--- config.mk ---
export PLATFORM = sky130hd
export DESIGN_NAME = pnp_queue
export DESIGN_NICKNAME = d
export VERILOG_FILES = /design/src/design/pnp_queue.sv
export SDC_FILE = /design/constraint.sdc
export NUM_CORES = 1
export LEC_CHECK = 0
export BUFFER_PORTS_ARGS = -buffer_cell sky130_fd_sc_hd__buf_4
export CORE_MARGIN = 5
export CORE_UTILIZATION = 43
export CTS_CLUSTER_DIAMETER = 200
export DETAILED_ROUTE_END_ITERATION = 8
export PLACE_DENSITY = 0.71
export SETUP_SLACK_MARGIN = 0.1
export SYNTH_ARGS = -nofsm -noshare
export SYNTH_HDL_FRONTEND = slang
export SYNTH_SLANG_ARGS = --single-unit
--- constraint.sdc ---
create_clock -name clk_i -period 1.2 [get_ports clk_i]
set_input_delay 0.12 -clock clk_i [delete_from_list [all_inputs] [get_ports clk_i]]
set_output_delay 0.12 -clock clk_i [all_outputs]
set_load 0.005 [all_outputs]
--- src/design/pnp_queue.sv ---
// ----------------------------------------------------------------------------
// pnp_queue
// two-entry queue between front and back
// ----------------------------------------------------------------------------
module pnp_queue #(
  parameter int unsigned Width = 8
) (
  input  logic             clk_i,
  input  logic             rst_ni,
  input  logic             push_i,
  input  logic [Width-1:0] data_i,
  output logic             full_o,
  input  logic             pop_i,
  output logic             empty_o,
  output logic [Width-1:0] data_o
);

  localparam int unsigned Depth = 2;
  localparam int unsigned PtrW  = $clog2(Depth);
  localparam int unsigned CntW  = $clog2(Depth + 1);

  logic [Width-1:0] mem_q [Depth];
  logic [PtrW-1:0]  wr_ptr_q, wr_ptr_d, rd_ptr_q, rd_ptr_d;
  logic [CntW-1:0]  count_q, count_d;

  assign full_o  = (count_q == CntW'(Depth));
  assign empty_o = (count_q == '0);
  assign data_o  = mem_q[rd_ptr_q];

  always_comb begin
    wr_ptr_d = push_i ? wr_ptr_q + PtrW'(1) : wr_ptr_q;
    rd_ptr_d = pop_i ? rd_ptr_q + PtrW'(1) : rd_ptr_q;
    count_d  = count_q;
    if (push_i && !pop_i) begin
      count_d = count_q + CntW'(1);
    end else if (pop_i && !push_i) begin
      count_d = count_q - CntW'(1);
    end
  end

  always_ff @(posedge clk_i) begin
    if (push_i) begin
      mem_q[wr_ptr_q] <= data_i;
    end
  end

  always_ff @(posedge clk_i or negedge rst_ni) begin
    if (!rst_ni) begin
      wr_ptr_q <= '0;
      rd_ptr_q <= '0;
      count_q  <= '0;
    end else begin
      wr_ptr_q <= wr_ptr_d;
      rd_ptr_q <= rd_ptr_d;
      count_q  <= count_d;
    end
  end

  a_count_bound: assert property (@(posedge clk_i) disable iff (!rst_ni)
    count_q <= CntW'(Depth))
    else $error("queue count above depth");

  a_no_underflow: assert property (@(posedge clk_i) disable iff (!rst_ni)
    pop_i |-> !empty_o)
    else $error("pop from empty queue");

  a_no_overflow: assert property (@(posedge clk_i) disable iff (!rst_ni)
    push_i && full_o |-> pop_i)
    else $error("push into full queue");

endmodule

# After elaboration in Yosys (flattened, before gate mapping)

Memory sizes are Yosys's and may differ from the RTL's.
Cells that the tools add are included.

Equality and inequality tests: 1
Mux-type cells: 4
Magnitude comparators: 0
Shifts and indexed selects: 0
Add/sub/neg operators: 4
Divide/modulo/power cells: 0
Multiply operators: 0
Reduce and logical (&&, ||, !) cells: 6
Bitwise operators: 0

Operators with widths:

| operator                                                           | number |
|---|---|
| 2-bit two-way mux                                                  | 2 |
| 1-bit adder, second input constant                                 | 2 |
| 2-bit by 1-bit adder with 2-bit output, second input constant      | 1 |
| 2-bit equality test, second input constant                         | 1 |
| 1-bit logical AND                                                  | 2 |
| 1-bit zero test                                                    | 2 |
| 2-bit zero test                                                    | 1 |
| 1-bit two-way mux                                                  | 2 |
| 2-bit nonzero test                                                 | 1 |
| 2-bit by 1-bit subtractor with 2-bit output, second input constant | 1 |

Memories kept: 1
Bits in registers: 4
Bits in writable memories: 16
Input bits: 12
Bits in latches: 0
Word-level logic and storage cells: 19
Bits in read-only memories: 0

Memories:

| memory | depth | width | read ports | clocked after memory_dff | wr ports | RTL line | RTL |
|---|---|---|---|---|---|---|---|
| mem_q  | 2     | 8     | 1          | 0                        | 1        | 22       | `logic [Width-1:0] mem_q [Depth];` |

# Longest topological paths before layout

Depth after elaboration: 4
Depth in mapped cells: 5
Mapped depth without buffers: 5

# Worst setup path before layout

OpenSTA, ideal clock, no wires.

Path kind: reg2reg
Start point: register wr_ptr_q
End point: memory mem_q[0][0] (enable)
Setup time: 0.373 ns
Data arrival time: 0.789 ns
Clock period less this slack: 1.162 ns
Stages on the path, launching flop included: 2
Slack: 0.038 ns
Path through: dfrtp_1 > nor2b_1

RTL lines:

| element                | RTL line | RTL |
|---|---|---|
| start, declared        | 23       | `logic [PtrW-1:0] wr_ptr_q, wr_ptr_d, rd_ptr_q, rd_ptr_d;` |
| start signal, assigned | 53       | `wr_ptr_q <= wr_ptr_d;` |
| end, declared          | 22       |  |

Straight into the memory's write port.

# Final worst setup path

Start point: register rd_ptr_q
End point: output data_o[4]

Cells in the longest elaborated chain, start to end: 1

Ends and longest elaborated chain:

| element                | RTL line | RTL |
|---|---|---|
| start, declared        | 23       |  |
| start signal, assigned | 54       | `rd_ptr_q <= rd_ptr_d;` |
| memory 2 x 8 bit       | n/a      |  |
| end, declared          | 15       | `output logic [Width-1:0] data_o` |

Every way passes these cells.

==> results.md <==
- Reg-to-reg endpoint: count_q[1]$_DFFE_PN0P_
- Cell Area, Synth: 771 µm²
- Drt via density: 4.34
- CTS Root Cell: clkbuf_4
- Unique masters post-synth: 12
- CTS Buf Count: 3
- DP HPWL: 868 µm
- Critical Path Start: rd_ptr_q$_DFFE_PN0P_
- Site row count: 15
- R2R cell count: 4
- Post-Syn Nets: 54
- Largest net degree at the start of global routing: 12
- Worst slew pin tran: 0.133 ns
- Initial antenna violation count: 0
- Full die area: 2740 µm²
- Crit share post-route: 115%
- Design area: 1150 µm²
- Footprint of the multi-input gates: 199 µm²
- Initial Util: 45.1%
- GR Util All Layers: 10.6%
- Vias in the first global route: 502
- Critical Path RT: 1.08 ns
- Bufs on Longest Clock Path: 2
- Dominant cell type by area after synthesis: edfxtp_1
- Post-synthesis mux area share: 11.7%
- Crit Path Class: reg -> out
- Slew HR: 91.2%
- Internal: 1750 µW
- Nets: 93
- Seq cells post-synth: 20
- Post-DR wirelength/cell: 12.9 µm
- H-tree Lvls: 1
- Seq. cell area: 582 µm²
- Top cells by area, synth: edfxtp_1 62%, dfrtp_1 13%, mux2_2 12%
- Die height: 52.3 µm
- Core area: 1710 µm²
- Final setup fails: 8
- First-pass GRT wire length: 2120 µm
- Seq pwr share: 43.7%
- Post-Place Cell Area: 966 µm²
- Min Tclk post-route: 1.39 ns
- XOR/XNOR share of the synthesized area: 5.68%
- Switching share of total power: 25.9%
- RR Startpoint: count_q[0]$_DFFE_PN0P_
- PwrDens: 2050 nW/µm²
- CTS tree: built
- Clk_lat worst skew: 0.29 ns
- R2R Setup Slk: 0.15 ns
- Leak Pwr: 0.000490 µW
- Crit path to: data_o[4]
- Fin. Hold Viols: 0
- Failing checks: setup timing
- Final Skew: 0.0179 ns
- Via count: 451
- Sequential area share after synthesis: 75.3%
- RD Place Congestion: 0.664
- Fin worst setup slack: -0.185 ns
- Area grow syn2layout: 49.2%
- Fillers: 131
- Clk network pwr share: 13.3%
- DRC violations left: 0
- CP startpoint kind: register
- Antenna-violating nets left: 0
- TritonRoute pass-1 iters: 2
- Post-synthesis adder-cell area fraction: 1.62%
- Ratio of cells with drive above 1 in the final layout: 55.7%
- Most common cell after layout, fill and taps aside: buf_4
- Hold WC Path Type: in -> reg
- Sink Count: 20
- Critical path endpoint category: output pin
- Synth warnings: 0
- Synth Area in Simple Gates: 3.73%
- Arrival time worst endpoint: 1.27 ns
- Max VDD drop: 0.00127 V
- Fin Setup TNS: -1.39 ns
- Total gr overflow: 0
- RSZ-0062 raised after global routing: yes
- Synth Area per Inst: 18.8 µm²
- Place WS: -0.00248 ns
- Max Slew Vio Count: 0
- Iteration-0 DRC count of the detailed router: 2
- I/O Buffers: 21
- Most frequent cells in the layout: 21 x buf_4, 16 x edfxtp_1, 8 x buf_6, 6 x dlygate4sd3_1, 5 x mux2_4
- DIE WIDTH: 52.3 µm
- CP max FO: 4
- Status: finished, violations left
- N_diodes: 0
- Post-synth top area share: 62.3%
- Post-Route WL: 1340 µm
- Total I/O pin count: 22
- FMAX: 0.722 GHz
- Comb pwr share: 43.0%
- Core Util, Final: 67.3%
- Clk slew on worst S/H paths: 0.11 ns
- MaxCap Viol Count: 0
- Mapped Cells: 41
- Compound-cell area share of the yosys netlist: 0%
- Switch Pwr: 613 µW
- Main combinational cell family by area after synthesis: multiplexers
## power by group through the flow
stage,logic (µW),clock network [µW],registers (µW)
after global placement,628,0,1090
after global routing,1110,346,1050
after CTS,907,323,1030
final,1020,314,1030
after floorplan,396,0,1020
after detailed placement,640,0,1090
## synthesized netlist by cell type
cell and n:
edfxtp_1 16, mux2_2 8, dfrtp_1 4, xor2_1 4
nor2_1 2, and2_1 1, and2b_2 1, buf_6 1
ha_1 1, inv_1 1, nor2b_1 1, xnor2_1 1
## worst max-delay path: stages, from the launching register on
cell	delay (ns)
dfrtp_2	0.43
buf_6	0.14
mux2_4	0.30
buf_6	0.12
## metrics by stage
| step | hold slack [ns] | power, µW | instances |
|---|---|---|---|
| final | 0.0159 | 2360 | 104 |
| after floorplan | -0.176 | 1420 | 41 |
| after global routing | 0.00108 | 2500 | 104 |
| after detailed placement | -0.0802 | 1730 | 88 |
| after global placement | -0.0806 | 1710 | 88 |
| after CTS | 0.000670 | 2260 | 102 |
## how the worst min path moves through the flow
stage | from | depth (start not counted) | endpoint
after global placement | rst_ni | 1 | wr_ptr_q$_DFFE_PN0P_
after global routing | push_i | 2 | wr_ptr_q$_DFFE_PN0P_
after floorplan | rst_ni | 0 | count_q[0]$_DFFE_PN0P_
after CTS | data_i[4] | 1 | mem_q[0][4]$_DFFE_PP_
final | push_i | 2 | wr_ptr_q$_DFFE_PN0P_
after detailed placement | rst_ni | 1 | count_q[1]$_DFFE_PN0P_
## registers in the layout, summed over array words and instances, names as in the netlist
name      flops
count_q       2
mem_q        16
wr_ptr_q      1
rd_ptr_q      1
## layer usage
metal | vias up | routed length [µm] | track usage [%]
met5 | - | 0 | 0
met4 | 0 | 0 | 3.83
met3 | 0 | 60 | 1.99
met2 | 12 | 752 | 18.8
met1 | 215 | 530 | 12.6
li1 | 224 | - | -
## cell type report
class	instances	area share, %
clock buffers	4	2.29
multi-input cells	19	17.3
flip-flops and latches	20	50.6
repair buffers	35	26.8
well taps	25	2.72
inverters	1	0.326
## what timing repair did
| item | CTS | global route |
|---|---|---|
| pin swaps | 0 | 2 |
| endpoints found under the hold margin | 10 | 3 |
| hold buffers | 4 | 2 |
| setup buffers | 6 | 0 |
| resized for setup | 5 | 11 |
| setup endpoints to repair | 9 | 16 |
## cell families after synthesis
group / after synthesis
and+or+nand+nor: 5
buffers and inverters: 2
DFF: 20
xor gates and xnor gates: 5
muxes: 8
adders and majority gates: 1
Note: power is estimated with default switching activity, not from simulation.
